[config.mk]
export PLATFORM = sky130hd
export DESIGN_NAME = xml_escape_encoder_core_flat
export DESIGN_NICKNAME = d
export VERILOG_FILES = /design/src/rtl/xee_pkg.sv /design/src/rtl/xee_in_if.sv /design/src/rtl/xee_out_if.sv /design/src/rtl/xee_front.sv /design/src/rtl/xee_queue.sv /design/src/rtl/xee_back.sv /design/src/rtl/xml_escape_encoder_core.sv /design/src/flat_wrapper.sv
export SDC_FILE = /design/constraint.sdc
export NUM_CORES = 1
export LEC_CHECK = 0
export BUFFER_PORTS_ARGS = -buffer_cell sky130_fd_sc_hd__clkbuf_2
export CORE_AREA = 5 5 246 248
export DETAILED_ROUTE_END_ITERATION = 8
export DIE_AREA = 0 0 251 253
export PLACE_DENSITY = 0.45
export SYNTH_ARGS = -nofsm -noshare
export SYNTH_HDL_FRONTEND = slang
export SYNTH_HIERARCHICAL = 1
export SYNTH_SLANG_ARGS = --single-unit
export TNS_END_PERCENT = 10
[constraint.sdc]
create_clock -name clk -period 11.04 [get_ports clk]
set_input_delay 1.104 -clock clk [delete_from_list [all_inputs] [get_ports clk]]
set_output_delay 1.104 -clock clk [all_outputs]
set_load 0.005 [all_outputs]
[src/rtl/xee_pkg.sv]
// ---------------------------------------------------------------------------
// XML escape encoder package
// Shared types, character codes and the entity string tables.
// ---------------------------------------------------------------------------
package xee_pkg;

  localparam int CP_W        = 21;
  localparam int BYTE_W      = 8;
  localparam int NDIG_W      = 3;   // digit count 1..7
  localparam int POS_W       = 4;   // byte index within one word's expansion, 0..9
  localparam int THR_W       = 24;  // wide enough for 9 * 10^6
  localparam int QUEUE_DEPTH = 2;

  // input code points of interest
  localparam logic [CP_W-1:0] CP_LF    = 21'h00000A;
  localparam logic [CP_W-1:0] CP_SPACE = 21'h000020;
  localparam logic [CP_W-1:0] CP_QUOT  = 21'h000022;
  localparam logic [CP_W-1:0] CP_AMP   = 21'h000026;
  localparam logic [CP_W-1:0] CP_APOS  = 21'h000027;
  localparam logic [CP_W-1:0] CP_LT    = 21'h00003C;
  localparam logic [CP_W-1:0] CP_GT    = 21'h00003E;
  localparam logic [CP_W-1:0] CP_DEL   = 21'h00007F;
  localparam logic [CP_W-1:0] CP_NULL  = 21'h000000;

  // output bytes of the numeric reference
  localparam logic [BYTE_W-1:0] CH_AMP  = 8'h26;
  localparam logic [BYTE_W-1:0] CH_HASH = 8'h23;
  localparam logic [BYTE_W-1:0] CH_SEMI = 8'h3B;
  localparam logic [BYTE_W-1:0] CH_ZERO = 8'h30;

  typedef enum logic [1:0] {
    JOB_PASS,
    JOB_NAMED,
    JOB_DEC
  } job_kind_t;

  typedef enum logic [2:0] {
    STR_AMP,
    STR_LT,
    STR_GT,
    STR_APOS,
    STR_QUOT,
    STR_BR
  } str_id_t;

  // one classified word, as queued between front and back
  typedef struct packed {
    job_kind_t         kind;
    str_id_t           str;
    logic [NDIG_W-1:0] ndig;
    logic [CP_W-1:0]   value;
  } job_t;

  // entity text, left aligned, zero padded to six bytes
  function automatic logic [47:0] str_text(str_id_t id);
    unique case (id)
      STR_AMP:  return {"&amp;", 8'h00};
      STR_LT:   return {"&lt;", 16'h0000};
      STR_GT:   return {"&gt;", 16'h0000};
      STR_APOS: return "&apos;";
      STR_QUOT: return "&quot;";
      STR_BR:   return {"<br>", 16'h0000};
      default:  return 48'h0;
    endcase
  endfunction

  function automatic logic [BYTE_W-1:0] str_byte(str_id_t id, logic [2:0] pos);
    logic [47:0] t;
    t = str_text(id) << {pos, 3'b000};
    return t[47:40];
  endfunction

  // index of the final byte of each entity
  function automatic logic [2:0] str_last(str_id_t id);
    unique case (id)
      STR_AMP:  return 3'd4;
      STR_LT:   return 3'd3;
      STR_GT:   return 3'd3;
      STR_APOS: return 3'd5;
      STR_QUOT: return 3'd5;
      STR_BR:   return 3'd3;
      default:  return 3'd0;
    endcase
  endfunction

  function automatic logic [THR_W-1:0] pow10(logic [NDIG_W-1:0] k);
    unique case (k)
      3'd0:    return 24'd1;
      3'd1:    return 24'd10;
      3'd2:    return 24'd100;
      3'd3:    return 24'd1000;
      3'd4:    return 24'd10000;
      3'd5:    return 24'd100000;
      3'd6:    return 24'd1000000;
      default: return 24'd0;
    endcase
  endfunction

endpackage

[src/rtl/xee_in_if.sv]
// ---------------------------------------------------------------------------
// Code point channel
// Valid/ready channel carrying one code point per word.
// ---------------------------------------------------------------------------
interface xee_in_if;
  import xee_pkg::*;

  logic            valid;
  logic            ready;
  logic [CP_W-1:0] code_point;

  modport source (output valid, output code_point, input ready);
  modport sink   (input valid, input code_point, output ready);
endinterface

[src/rtl/xee_out_if.sv]
// ---------------------------------------------------------------------------
// Escaped byte channel
// Valid/ready channel carrying one output byte and its last flag per word.
// ---------------------------------------------------------------------------
interface xee_out_if;
  import xee_pkg::*;

  logic              valid;
  logic              ready;
  logic [BYTE_W-1:0] out_byte;
  logic              last_byte;

  modport source (output valid, output out_byte, output last_byte, input ready);
  modport sink   (input valid, input out_byte, input last_byte, output ready);
endinterface

[src/rtl/xee_front.sv]
// ---------------------------------------------------------------------------
// XML escape encoder front end
// Accepts code points and classifies each nonzero one into a queued job.
// ---------------------------------------------------------------------------
module xee_front (
  xee_in_if.sink       chars,
  input  logic         text_mode,
  input  logic         full,
  output logic         push,
  output xee_pkg::job_t job
);
  import xee_pkg::*;

  logic [CP_W-1:0]   cp;
  logic [NDIG_W-1:0] ndig;

  assign cp          = chars.code_point;
  assign chars.ready = !full;
  // end-of-text code point is taken and dropped
  assign push        = chars.valid && !full && (cp != CP_NULL);

  // decimal digit count: one plus the number of powers 10^1..10^6 not above cp
  always_comb begin
    ndig = NDIG_W'(1);
    for (int j = 1; j < 7; j++) begin
      if ({3'b000, cp} >= pow10(NDIG_W'(j))) ndig = ndig + NDIG_W'(1);
    end
  end

  always_comb begin
    job.kind  = JOB_PASS;
    job.str   = STR_AMP;
    job.ndig  = ndig;
    job.value = cp;
    if (cp == CP_AMP) begin
      job.kind = JOB_NAMED;
      job.str  = STR_AMP;
    end else if (cp == CP_LT) begin
      job.kind = JOB_NAMED;
      job.str  = STR_LT;
    end else if (cp == CP_GT) begin
      job.kind = JOB_NAMED;
      job.str  = STR_GT;
    end else if (cp == CP_APOS) begin
      job.kind = JOB_NAMED;
      job.str  = STR_APOS;
    end else if (cp == CP_QUOT) begin
      job.kind = JOB_NAMED;
      job.str  = STR_QUOT;
    end else if (text_mode && cp == CP_LF) begin
      job.kind = JOB_NAMED;
      job.str  = STR_BR;
    end else if (cp >= CP_DEL || cp < CP_SPACE) begin
      job.kind = JOB_DEC;
    end
  end
endmodule

[src/rtl/xee_queue.sv]
// ---------------------------------------------------------------------------
// XML escape encoder job queue
// Small register FIFO between the front end and the byte sequencer.
// ---------------------------------------------------------------------------
module xee_queue #(
  parameter int DEPTH = xee_pkg::QUEUE_DEPTH
) (
  input  logic          clk,
  input  logic          rst,
  input  logic          push,
  input  xee_pkg::job_t push_job,
  output logic          full,
  input  logic          pop,
  output logic          head_valid,
  output xee_pkg::job_t head_job
);
  import xee_pkg::*;

  localparam int PW = (DEPTH > 1) ? $clog2(DEPTH) : 1;
  localparam int CW = $clog2(DEPTH + 1);

  job_t          slots [DEPTH];
  logic [PW-1:0] wr_ptr;
  logic [PW-1:0] rd_ptr;
  logic [CW-1:0] count;

  assign full       = (count == CW'(DEPTH));
  assign head_valid = (count != '0);
  assign head_job   = slots[rd_ptr];

  always_ff @(posedge clk) begin
    if (push) slots[wr_ptr] <= push_job;
  end

  always_ff @(posedge clk) begin
    if (rst) begin
      wr_ptr <= '0;
      rd_ptr <= '0;
      count  <= '0;
    end else begin
      if (push) wr_ptr <= (wr_ptr == PW'(DEPTH - 1)) ? '0 : wr_ptr + PW'(1);
      if (pop)  rd_ptr <= (rd_ptr == PW'(DEPTH - 1)) ? '0 : rd_ptr + PW'(1);
      if (push && !pop)      count <= count + CW'(1);
      else if (pop && !push) count <= count - CW'(1);
    end
  end
endmodule

[src/rtl/xee_back.sv]
// ---------------------------------------------------------------------------
// XML escape encoder byte sequencer
// Expands the head job into bytes, one per cycle while the output is not stalled, into the output register.
// ---------------------------------------------------------------------------
module xee_back (
  input  logic          clk,
  input  logic          rst,
  input  logic          head_valid,
  input  xee_pkg::job_t head_job,
  output logic          pop,
  xee_out_if.source     bytes
);
  import xee_pkg::*;

  logic [POS_W-1:0]  pos;
  logic [CP_W-1:0]   rem;        // value left to print
  logic [NDIG_W-1:0] k;          // power of ten of the next digit
  logic              adv;
  logic [BYTE_W-1:0] byte_next;
  logic              last_next;
  logic [POS_W-1:0]  semi_pos;
  logic              is_digit;
  logic [3:0]        digit;
  logic [THR_W-1:0]  sub;
  logic [THR_W-1:0]  thr [9];

  assign adv      = head_valid && (!bytes.valid || bytes.ready);
  assign pop      = adv && last_next;
  assign semi_pos = POS_W'(head_job.ndig) + POS_W'(2);
  assign is_digit = (pos >= POS_W'(2)) && (pos < semi_pos);

  // leading digit by compare against the nine multiples of 10^k
  always_comb begin
    digit = '0;
    sub   = '0;
    for (int m = 1; m < 10; m++) begin
      thr[m-1] = pow10(k) * THR_W'(m);
      if ({3'b000, rem} >= thr[m-1]) begin
        digit = 4'(m);
        sub   = thr[m-1];
      end
    end
  end

  always_comb begin
    byte_next = '0;
    last_next = 1'b1;
    unique case (head_job.kind)
      JOB_PASS: begin
        byte_next = head_job.value[BYTE_W-1:0];
      end
      JOB_NAMED: begin
        byte_next = str_byte(head_job.str, pos[2:0]);
        last_next = (pos[2:0] == str_last(head_job.str));
      end
      JOB_DEC: begin
        last_next = (pos == semi_pos);
        if (pos == POS_W'(0))      byte_next = CH_AMP;
        else if (pos == POS_W'(1)) byte_next = CH_HASH;
        else if (is_digit)         byte_next = CH_ZERO + {4'b0000, digit};
        else                       byte_next = CH_SEMI;
      end
      default: begin
        byte_next = '0;
      end
    endcase
  end

  always_ff @(posedge clk) begin
    if (rst) begin
      bytes.valid <= 1'b0;
      pos         <= '0;
    end else if (adv) begin
      bytes.valid <= 1'b1;
      pos         <= last_next ? '0 : pos + POS_W'(1);
    end else if (bytes.ready) begin
      bytes.valid <= 1'b0;
    end
  end

  always_ff @(posedge clk) begin
    if (adv) begin
      bytes.out_byte  <= byte_next;
      bytes.last_byte <= last_next;
      if (head_job.kind == JOB_DEC) begin
        if (pos == POS_W'(0)) begin
          rem <= head_job.value;
          k   <= head_job.ndig - NDIG_W'(1);
        end else if (is_digit) begin
          rem <= rem - sub[CP_W-1:0];
          k   <= k - NDIG_W'(1);
        end
      end
    end
  end
endmodule

[src/rtl/xml_escape_encoder_core.sv]
// ---------------------------------------------------------------------------
// XML escape encoder core
// Turns a stream of code points into XML-escaped bytes with a last flag.
// ---------------------------------------------------------------------------
//
//  channel       dir  payload                         handshake
//  char_stream   in   code_point[20:0]                valid/ready
//  byte_stream   out  out_byte[7:0], last_byte        valid/ready
//  cfg           in   cfg_wdata (text_mode)           cfg_we, no ready
//
// Flow: printable ASCII passes at one code point per cycle while the output
// is not held. An escaped code point holds the byte sequencer until all of
// its output bytes are out: 4 to 6 for named entities and the line-break
// tag, 4 to 10 for a decimal reference. From accept, a code point passes
// through the job queue and then the output register.
// Reset: rst clears the queue, the output valid flag and text_mode.
// Stalls: the two-entry job queue and the output register let the input
// keep flowing while the output is held; the input stalls only when the
// queue is full.
//
module xml_escape_encoder_core #(
  parameter int QUEUE_DEPTH = xee_pkg::QUEUE_DEPTH
) (
  input  logic      clk,
  input  logic      rst,
  input  logic      cfg_we,
  input  logic      cfg_wdata,
  xee_in_if.sink    char_stream,
  xee_out_if.source byte_stream
);
  import xee_pkg::*;

  logic text_mode;   // newline becomes <br> when set

  // front to queue
  logic push;
  job_t push_job;
  logic full;

  // queue to back
  logic pop;
  logic head_valid;
  job_t head_job;

  always_ff @(posedge clk) begin
    if (rst) begin
      text_mode <= 1'b0;
    end else if (cfg_we) begin
      text_mode <= cfg_wdata;
    end
  end

  // classify each accepted code point; zero is dropped here
  xee_front u_front (
    .chars     (char_stream),
    .text_mode (text_mode),
    .full      (full),
    .push      (push),
    .job       (push_job)
  );

  xee_queue #(
    .DEPTH (QUEUE_DEPTH)
  ) u_queue (
    .clk        (clk),
    .rst        (rst),
    .push       (push),
    .push_job   (push_job),
    .full       (full),
    .pop        (pop),
    .head_valid (head_valid),
    .head_job   (head_job)
  );

  // emits one byte per cycle while the output is not stalled, pops the job on its last byte
  xee_back u_back (
    .clk        (clk),
    .rst        (rst),
    .head_valid (head_valid),
    .head_job   (head_job),
    .pop        (pop),
    .bytes      (byte_stream)
  );
endmodule

[src/flat_wrapper.sv]
// flat-port wrapper written by rule: the top's interface ports become plain ports
module xml_escape_encoder_core_flat import xee_pkg::*;
#(
  parameter int QUEUE_DEPTH = xee_pkg::QUEUE_DEPTH
)
  (clk, rst, cfg_we, cfg_wdata, char_stream_valid, char_stream_code_point, char_stream_ready, byte_stream_valid, byte_stream_out_byte, byte_stream_last_byte, byte_stream_ready);
  xee_in_if char_stream_i ();
  xee_out_if byte_stream_i ();
  input  logic clk;
  input  logic rst;
  input  logic cfg_we;
  input  logic cfg_wdata;
  input wire logic [$bits(char_stream_i.valid)-1:0] char_stream_valid;
  input wire logic [$bits(char_stream_i.code_point)-1:0] char_stream_code_point;
  output wire logic [$bits(char_stream_i.ready)-1:0] char_stream_ready;
  output wire logic [$bits(byte_stream_i.valid)-1:0] byte_stream_valid;
  output wire logic [$bits(byte_stream_i.out_byte)-1:0] byte_stream_out_byte;
  output wire logic [$bits(byte_stream_i.last_byte)-1:0] byte_stream_last_byte;
  input wire logic [$bits(byte_stream_i.ready)-1:0] byte_stream_ready;
  assign char_stream_i.valid = char_stream_valid;
  assign char_stream_i.code_point = char_stream_code_point;
  assign char_stream_ready = char_stream_i.ready;
  assign byte_stream_valid = byte_stream_i.valid;
  assign byte_stream_out_byte = byte_stream_i.out_byte;
  assign byte_stream_last_byte = byte_stream_i.last_byte;
  assign byte_stream_i.ready = byte_stream_ready;
  xml_escape_encoder_core #(.QUEUE_DEPTH(QUEUE_DEPTH)) u_core (.clk(clk), .rst(rst), .cfg_we(cfg_we), .cfg_wdata(cfg_wdata), .char_stream(char_stream_i), .byte_stream(byte_stream_i));
endmodule
**Word-level counts from Yosys, hierarchy flattened**

Memory sizes are Yosys's and may differ from the RTL's. A register that Yosys moved wholly into a read port is not among the register bits.
Cells that the tools add are included.

- Flip-flop bits (word level): 43
- Memory bits (writable): 58
- Bits of input ports: 27
- Output and inout port bits: 11
- Word-level logic and storage cells: 157
- Memories: 1

- Add/subtract/negate cells: 15
- Multipliers: 5
- Order comparisons: 19
- Equal/unequal tests: 23
- Shift operators: 1
- Mux-type cells: 57
- Reductions and logical operators: 26

Memory list:

| name | words | bits a word | read ports | clocked after Yosys merged registers in | wr ports | RTL line | RTL |
|---|---|---|---|---|---|---|---|
| u_core.u_queue.slots | 2 | 29 | 1 | 1 | 1 | xee_queue.sv:22 | `job_t slots [DEPTH];` |

Operators with widths:

| cell | count |
|---|---|
| $pmux W46 S6 | 1 |
| $mux W21 | 10 |
| $pmux W20 S7 | 1 |
| $eq A21 B6 Y1 const B | 5 |
| $ge A21 B23 Y1 | 4 |
| $mux W48 | 1 |
| $shl A48 B6 Y48 | 1 |
| $mul A20 B3 Y23 const B | 2 |
| $ge A21 B22 Y1 | 2 |
| $mul A20 B2 Y22 const B | 2 |
| $ge A21 B7 Y1 const B | 2 |
| $mux W4 | 9 |
| $mux W3 | 9 |
| $mux W5 | 5 |
| $ge A21 B24 Y1 | 1 |
| $mul A20 B4 Y24 const B | 1 |
| $pmux W8 S3 | 1 |
| $eq A21 B4 Y1 const B | 1 |
| $ge A21 B10 Y1 const B | 1 |
| $ge A21 B14 Y1 const B | 1 |
| $ge A21 B17 Y1 const B | 1 |
| $ge A21 B20 Y1 | 1 |
| $ge A21 B20 Y1 const B | 1 |
| $ge A21 B21 Y1 | 1 |
| 38 further kinds | 82 |

**Logic depth before layout (Yosys ltp)**

Gate-level depths: netlist (run 1).

- Depth after elaboration: 17
- Gate-level depth with buffers: 48
- Gate-level depth less buffers: 45

**By module**

Netlist (run 1), hierarchy kept.

By module, submodules not included:

| module | times used | cells an instance | area an instance (um^2) | seq. area each (um^2) |
|---|---|---|---|---|
| xee_back | 1 | 1,449 | 11,283.3 | 1,091.0 |
| xee_queue | 1 | 112 | 2,302.2 | 1,841.8 |
| xee_front | 1 | 107 | 760.7 | 0.0 |
| xml_escape_encoder_core | 1 | 3 | 33.8 | 20.0 |

**Worst setup path after synthesis (run 1)**

No wires, ideal clock.

- Kind: reg-to-reg
- Start point: register u_core.u_back.k[0]
- End point: register u_core.u_back.rem[20], data pin
- Setup time: 0.264 ns
- Arrival time: 9.779 ns
- Required time: 10.776 ns
- Path slack: 0.998 ns
- Cell stages (with the launch flop): 48
- Buffers on the path: 4
- Period minus slack after synthesis: 10.042 ns
- Cell sequence: edfxtp_1 inv_1 ha_1 buf_2 and2_1 buf_4 inv_2 clkbuf_1 ha_1 nand2_1 o31ai_4 inv_2 nor2_1 inv_1 a21oi_1 inv_1 fa_1 ha_1 [... 12 more ...] nand2_1 o21a_1 clkbuf_1 a311oi_1 a21oi_1 a211oi_1 o21ai_0 ha_1 and2_1 o21ai_0 nand4_1 nand3_1 a31oi_1 a21o_1 a21oi_1 or3_1 o221a_1 nand3_1

- Cells in the longest elaborated chain, start to end: 15

RTL lines:

| item | RTL line | RTL |
|---|---|---|
| start: declaration | xee_back.sv:17 | `logic [NDIG_W-1:0] k;` |
| start signal: assignment | xee_back.sv:88 | `k <= head_job.ndig - NDIG_W'(1);` |
| start signal: assignment | xee_back.sv:91 | `k <= k - NDIG_W'(1);` |
| $eq A3 B3 Y1, or another cell as far along | xee_pkg.sv:87 | `unique case (k)` |
| $pmux W20 S7 * | xee_pkg.sv:87 |  |
| branches (longest 9 deep; another with $mul A20 B2 Y22) | -- |  |
| $mux W21 * | xee_back.sv:38 | `if ({3'b000, rem} >= thr[m-1]) begin` |
| $sub A21 B21 Y21 * | xee_back.sv:90 | `rem <= rem - sub[CP_W-1:0];` |
| $mux W21 * | xee_back.sv:89 | `end else if (is_digit) begin` |
| $mux W21 * | xee_back.sv:86 | `if (pos == POS_W'(0)) begin` |
| end signal: assignment | xee_back.sv:87 | `rem <= head_job.value;` |
| end signal: assignment | xee_back.sv:90 |  |
| end: declaration | xee_back.sv:16 | `logic [CP_W-1:0] rem;` |

Every way passes the cells marked *. The select of a mux whose other input is x is not followed.
A chain may end at the register's enable or synchronous reset.

**Worst setup path in the final report (run 1)**

Same ends and word-level chain as after synthesis.

==> results of run 1 <==
per-layer routing:
| metal | share of wire [%] | global-route usage, % | wire, um | vias up |
|---|---|---|---|---|
| li1 | - | - | - | 6353 |
| met1 | 47 | 22.5 | 24900 | 6475 |
| met2 | 45 | 26.3 | 23700 | 403 |
| met3 | 5.0 | 1.72 | 2650 | 83 |
| met4 | 3.0 | 4.96 | 1560 | 2 |
| met5 | 0.025 | 0 | 13 | - |
worst reg2reg max path, delay by kind of cell (launching register included):
family / cells / cell delay [ns]
XOR/XNOR: 1 / 0.33
buffers and inverters: 6 / 1.07
AO/OA/AOI/OAI: 17 / 4.89
AND/OR/NAND/NOR: 8 / 1.59
flip-flops: 1 / 0.41
adder cells (fa/ha/maj): 6 / 1.91
layout make-up:
cell class / count / area [um2] / area share (%)
timing repair buffer: 80 / 508 / 3.22
tap: 773 / 967 / 6.13
clock inverter: 6 / 60.1 / 0.381
sequential: 102 / 2950 / 18.7
multi-input combinational: 1406 / 10700 / 68.0
inverter: 88 / 330 / 2.10
clock buffer: 10 / 229 / 1.45
antenna: 1 / 2.50 / 0.0159
stage by stage:
| step | hold WS (ns) | worst slack [ns] | util [%] | cell area, um2 |
|---|---|---|---|---|
| finish | 0.493 | 0.562 | 27.1 | 15800 |
| global route | 0.553 | 0.122 | 27.1 | 15800 |
| CTS | 0.500 | 0.659 | 27.1 | 15800 |
| detailed placement | 0.488 | 0.704 | 26.6 | 15500 |
| global placement | 0.474 | 0.959 | 26.6 | 15500 |
| floorplan | 0.456 | 0.998 | - | 14400 |
kinds of logic (layout without fill, tap and decap cells):
kind of cell               count (synthesis)  after routing  share of synthesized area (%)
other                                      1              2                         0.0261
and+or+nand+nor                          456            456                           15.8
xor gates and xnor gates                  86             86                           5.34
buffers and inverters                    163            184                           5.06
DFF                                      102            102                           20.5
adders and majority gates                284            284                           25.5
AOI/OAI and AO/OA                        537            537                           24.5
muxes                                     42             42                           3.21
state kept, by name, summed over array words and instances (netlist names), 2 cells and up, named ones only:
| signal | cells |
|---|---|
| u_core/u_back/pos | 4 |
| u_core/u_back/rem | 21 |
| u_core/u_queue/count | 2 |
| u_core/u_back/k | 3 |
| u_core/u_back/bytes.out_byte | 8 |
| u_core/u_queue/slots | 58 |
worst paths after layout:
path                             startpoint                        end  slack [ns]
setup / recovery         u_core/u_back/k[0]      u_core/u_back/rem[20]        0.56
hold / removal    u_core/u_back/bytes.valid  u_core/u_back/bytes.valid        0.49
setup reg to reg         u_core/u_back/k[0]      u_core/u_back/rem[20]        0.56
hold reg to reg   u_core/u_back/bytes.valid  u_core/u_back/bytes.valid        0.49
placed cells by master (no fill, tap or decap), types with 11 or more instances in the layout:
master,count
ha_1,268
a21oi_1,164
nor2_1,114
nand2_1,111
o21ai_0,95
edfxtp_1,91
inv_1,85
nand3_1,54
a21o_1,49
xnor2_1,46
buf_4,43
xor2_1,39
clkbuf_2,37
nand4_1,31
mux2_2,31
a31oi_1,30
nor3_1,30
nor2b_1,21
a211oi_1,19
nand2b_1,16
o31ai_1,16
o21a_1,16
fa_1,16
and2_1,13
o211ai_1,12
o21bai_1,12
o221ai_1,12
dfxtp_1,11
==> flow_summary.json, run 1 <==
{
  "initial_core_util_pct": 24.7,
  "finalHoldViolCount": 0,
  "clock-root-buffer": "clkbuf_16",
  "outcome": "finished, final reports clean",
  "die_h_um": 253,
  "critPathKind": "reg2reg",
  "clk_pin_slew_ns": 0.09,
  "die_w_um": 251,
  "fmax_mhz": 95.4,
  "port_buffers": 37,
  "clock-sinks": 102,
  "die_area_um2": 63500,
  "crit_cells": 38,
  "seq_area_frac_synth_pct": 20.5,
  "synth_top_area_cell": "ha_1",
  "nets": 1998,
  "overflow": 0,
  "drt_iter0_drc": 1060,
  "viasPerCell": 5.40,
  "max_stage_delay_ns": 0.91,
  "finalCritPeriodShare_pct": 94.9,
  "ant_nets": 0,
  "drt_first_pass_iters": 5,
  "holdPathStages": 2,
  "drive_above_1_share_pct": 9.63,
  "synth_top_area_share_pct": 23.3,
  "max_cap_viol_count": 0,
  "drt_wl_total_um": 52900,
  "critPathTopFamily": "compound AO/OA/AOI/OAI gates",
  "boundaryPins": 38,
  "grt_use_total_pct": 16.1,
  "rr_worst_depth": 38,
  "clkLatencyLatePin_ns": 0.37,
  "cts_setup_buffers": 0,
  "cp_common_cell": "ha_1",
  "synth_edf_count": 91,
  "yosys_warnings": 6,
  "cts_resized": 0,
  "async_flop_share_pct": 0,
  "cp-start-kind": "register",
  "grt_pass1_wl_um": 80000,
  "cts_buffers": 9,
  "drc": 0,
  "gp_congestion": 0.934,
  "synth_nets": 1982,
  "synthTopCellsByCount": "ha_1, a21oi_1, nor2_1, nand2_1, o21ai_0",
  "fin_cells": 2466,
  "yosysUniqueCellTypes": 98,
  "post-dp-hpwl_um": 42100,
  "postCtsHoldBufs": 0,
  "htreeDepth": 3,
  "setup_viol": 0,
  "synth_seq_cells": 102,
  "relSlewSlack_pct": 23.4,
  "rows": 89,
  "skew_ns": 0.0218,
  "cpMaxStageDelayCell": "o41ai_1",
  "worst_pin_slew_ns": 1.13,
  "arrival_ns": 10.58,
  "slew_viol_final": 0,
  "wl_per_cell_um": 21.4,
  "synth_ff_type": "edfxtp_1",
  "synth_area_leaders": "ha_1, edfxtp_1, a21oi_1, o21ai_0, nor2_1",
  "tns_ns": 0,
  "area_growth_pct": 9.63,
  "fill_cells": 6255,
  "vias": 13300,
  "hp-class": "reg2reg",
  "synth_area_per_cell_um2": 8.61,
  "worstPathMaxFanout": 26,
  "timing.final.crit_period_ns": 10.48,
  "grt_max_degree": 32,
  "syn_area_um2": 14400,
  "syn_inst": 1671,
  "worst_ep_required_time_ns": 11.15,
  "place_inst": 2449,
  "antenna_found_initial": 1,
  "cts_tree": "built",
  "rsz0062_at_grt": "false",
  "core_um2": 58200,
  "cts_buffer_depth": 2,
  "crit_buf_inv": 6,
  "yosys.cell_count.top_type": "ha_1",
  "grt_pass1_vias": 13200,
  "worstSetupEndpointType": "register"
}
Power of run 1 is left out: the tool's default activity adds up to more than one toggle a clock period on the data nets, which glitch-free logic cannot reach.
==> run 2, diff against run 1 <==
- CORE_AREA: 5 5 246 248 -> 5 5 243 245
- DIE_AREA: 0 0 251 253 -> 0 0 248 250
- SETUP_SLACK_MARGIN: unset -> 0.05
- SYNTH_HIERARCHICAL: 1 -> unset
==> flow_summary.json, run 2 <==
{
  "outcome": "finished, final reports clean",
  "worst_ep_required_time_ns": 11.11,
  "worstHoldStart": "u_core.u_back.bytes.valid",
  "grt_max_degree": 38,
  "worstSetupEndpointType": "register",
  "vias": 13100,
  "clock-sinks": 102,
  "async_flop_share_pct": 0,
  "overflow": 0,
  "final_common_cell": "ha_1",
  "boundaryPins": 38,
  "area_growth_pct": 10.7,
  "rsz0062_at_grt": "false",
  "syn_area_um2": 14000,
  "port_buffers": 37,
  "drt_iter0_drc": 1020,
  "fin_cells": 2424,
  "max_stage_delay_ns": 0.72,
  "finalHoldViolCount": 0,
  "clock-root-buffer": "clkbuf_16",
  "hp-class": "reg2reg",
  "cp_common_cell": "nand2_1",
  "clk_pin_slew_ns": 0.08,
  "cts_buffers": 9,
  "place_inst": 2408,
  "cp-start-kind": "register",
  "clkLatencyLatePin_ns": 0.35,
  "cts_buffer_depth": 2,
  "rr_worst_depth": 38,
  "yosys_warnings": 0,
  "antenna_found_initial": 0,
  "seq_area_frac_synth_pct": 21.1,
  "grt_pass1_vias": 12700,
  "postCtsHoldBufs": 0,
  "top_register": "u_core.u_queue.slots",
  "skew_ns": 0.0134,
  "synth_seq_cells": 102,
  "multi_input_area_um2": 10500,
  "yosys.cell_count.top_type": "ha_1",
  "largestRegisters": "u_core.u_queue.slots x58, u_core.u_back.rem x21, u_core.u_back.bytes.out_byte x8",
  "drive_above_1_share_pct": 8.86,
  "nets": 1962,
  "grt_use_total_pct": 16.7,
  "die_area_um2": 62000,
  "max_cap_viol_count": 0,
  "r2r_start": "u_core.u_back.k[1]",
  "yosysUniqueCellTypes": 94,
  "holdPathStages": 2,
  "final_cell_mix": "ha_1, a21oi_1, nor2_1",
  "htreeDepth": 3,
  "drt_wl_total_um": 53800,
  "arrival_ns": 10.11,
  "worst-r2r-setup-slack_ns": 1.00,
  "largest_register_ffs": 58,
  "relSlewSlack_pct": 28.4,
  "core_um2": 56900,
  "drc": 0,
  "regArea_um2": 2950,
  "r2r-end": "u_core.u_back.rem[19]",
  "die_w_um": 248,
  "cts_setup_buffers": 0,
  "setup_viol": 0,
  "finalCritPeriodShare_pct": 90.9,
  "cts_tree": "built",
  "post-dp-hpwl_um": 42200,
  "synth_area_leaders": "ha_1, edfxtp_1, a21oi_1, o21ai_0, nor2_1",
  "tns_ns": 0,
  "critPathKind": "reg2reg",
  "initial_core_util_pct": 24.6,
  "holdPathEnd": "u_core.u_back.bytes.valid",
  "worst_pin_slew_ns": 1.07,
  "viasPerCell": 5.39,
  "die_h_um": 250,
  "synth_ff_type": "edfxtp_1",
  "synth_top_area_share_pct": 23.7,
  "synthTopCellsByCount": "ha_1, a21oi_1, nor2_1, nand2_1, o21ai_0",
  "timing.final.crit_period_ns": 10.04,
  "drt_first_pass_iters": 5,
  "fmax_mhz": 99.6,
  "gp_congestion": 0.963,
  "synth_edf_count": 91,
  "synth_area_per_cell_um2": 8.61,
  "wl_per_cell_um": 22.2,
  "slew_viol_final": 0,
  "syn_inst": 1624,
  "cpMaxStageDelayCell": "o221ai_2",
  "rows": 88,
  "startpoint": "u_core.u_back.k[1]",
  "ant_nets": 0,
  "grt_pass1_wl_um": 80000,
  "synth_nets": 1932,
  "worstPathMaxFanout": 17,
  "fill_cells": 6199,
  "synth_top_area_cell": "ha_1",
  "antennaDiodeCount": 0
}
-- run 2: what timing repair did --
item,CTS,global route
resized for setup,0,1
endpoints found under the hold margin,0,0
endpoints found under the setup margin,0,1
-- run 2: critical path: cells and delay by family, from the launching register on --
family          cells  cell delay, ns
compound gates     17            4.59
fa+ha+maj           6            1.86
simple gates       11            1.82
buf+inv             2            0.62
flops               1            0.46
xor+xnor            2            0.38
-- run 2: logic make-up after synthesis --
logic type	after synthesis	share of synthesized area [%]
AO/OA/AOI/OAI	502	23.8
AND/OR/NAND/NOR	476	16.7
adder cells (fa/ha/maj)	281	26.0
buffers and inverters	142	4.01
flip-flops	102	21.1
XOR/XNOR	81	5.17
multiplexers	40	3.11
-- run 2: worst max-delay path by stage --
stage                            endpoint  slack, ns  cells past startpoint
finish              u_core.u_back.rem[19]       1.00                     38
floorplan           u_core.u_back.rem[19]       1.38                     47
global route        u_core.u_back.rem[19]       0.16                     38
global placement    u_core.u_back.rem[19]       0.91                     41
detailed placement  u_core.u_back.rem[19]       0.77                     41
CTS                 u_core.u_back.rem[19]       0.72                     41
-- run 2: per-layer routing --
| metal | vias up | GRT usage [%] | routed length (um) | part of all wire, % |
|---|---|---|---|---|
| li1 | 6225 | - | - | - |
| met1 | 6288 | 23.2 | 24500 | 46 |
| met2 | 433 | 27.1 | 24500 | 46 |
| met3 | 115 | 2.40 | 3070 | 5.7 |
| met4 | 0 | 4.71 | 1710 | 3.2 |
| met5 | - | 0 | 0 | 0 |
-- run 2: metrics by stage --
step,area [um2],util (%),setup slack [ns],hold WS [ns]
6_report,15500,27.2,1.00,0.505
5_1_grt,15500,27.2,0.157,0.546
4_1_cts,15500,27.2,0.718,0.508
3_5_place_dp,15200,26.7,0.767,0.497
3_3_place_gp,15200,26.7,0.915,0.482
2_1_floorplan,14000,-,1.38,0.475
-- run 2: final cells by class --
| cell class | instances | share of cell area (%) |
|---|---|---|
| well taps | 765 | 6.18 |
| repair buffers | 75 | 3.04 |
| flip-flops and latches | 102 | 19.1 |
| inverters | 86 | 2.09 |
| clock inverters | 5 | 0.299 |
| clock buffers | 11 | 1.57 |
| multi-input cells | 1380 | 67.7 |
Power of run 2 is left out for the same reason.
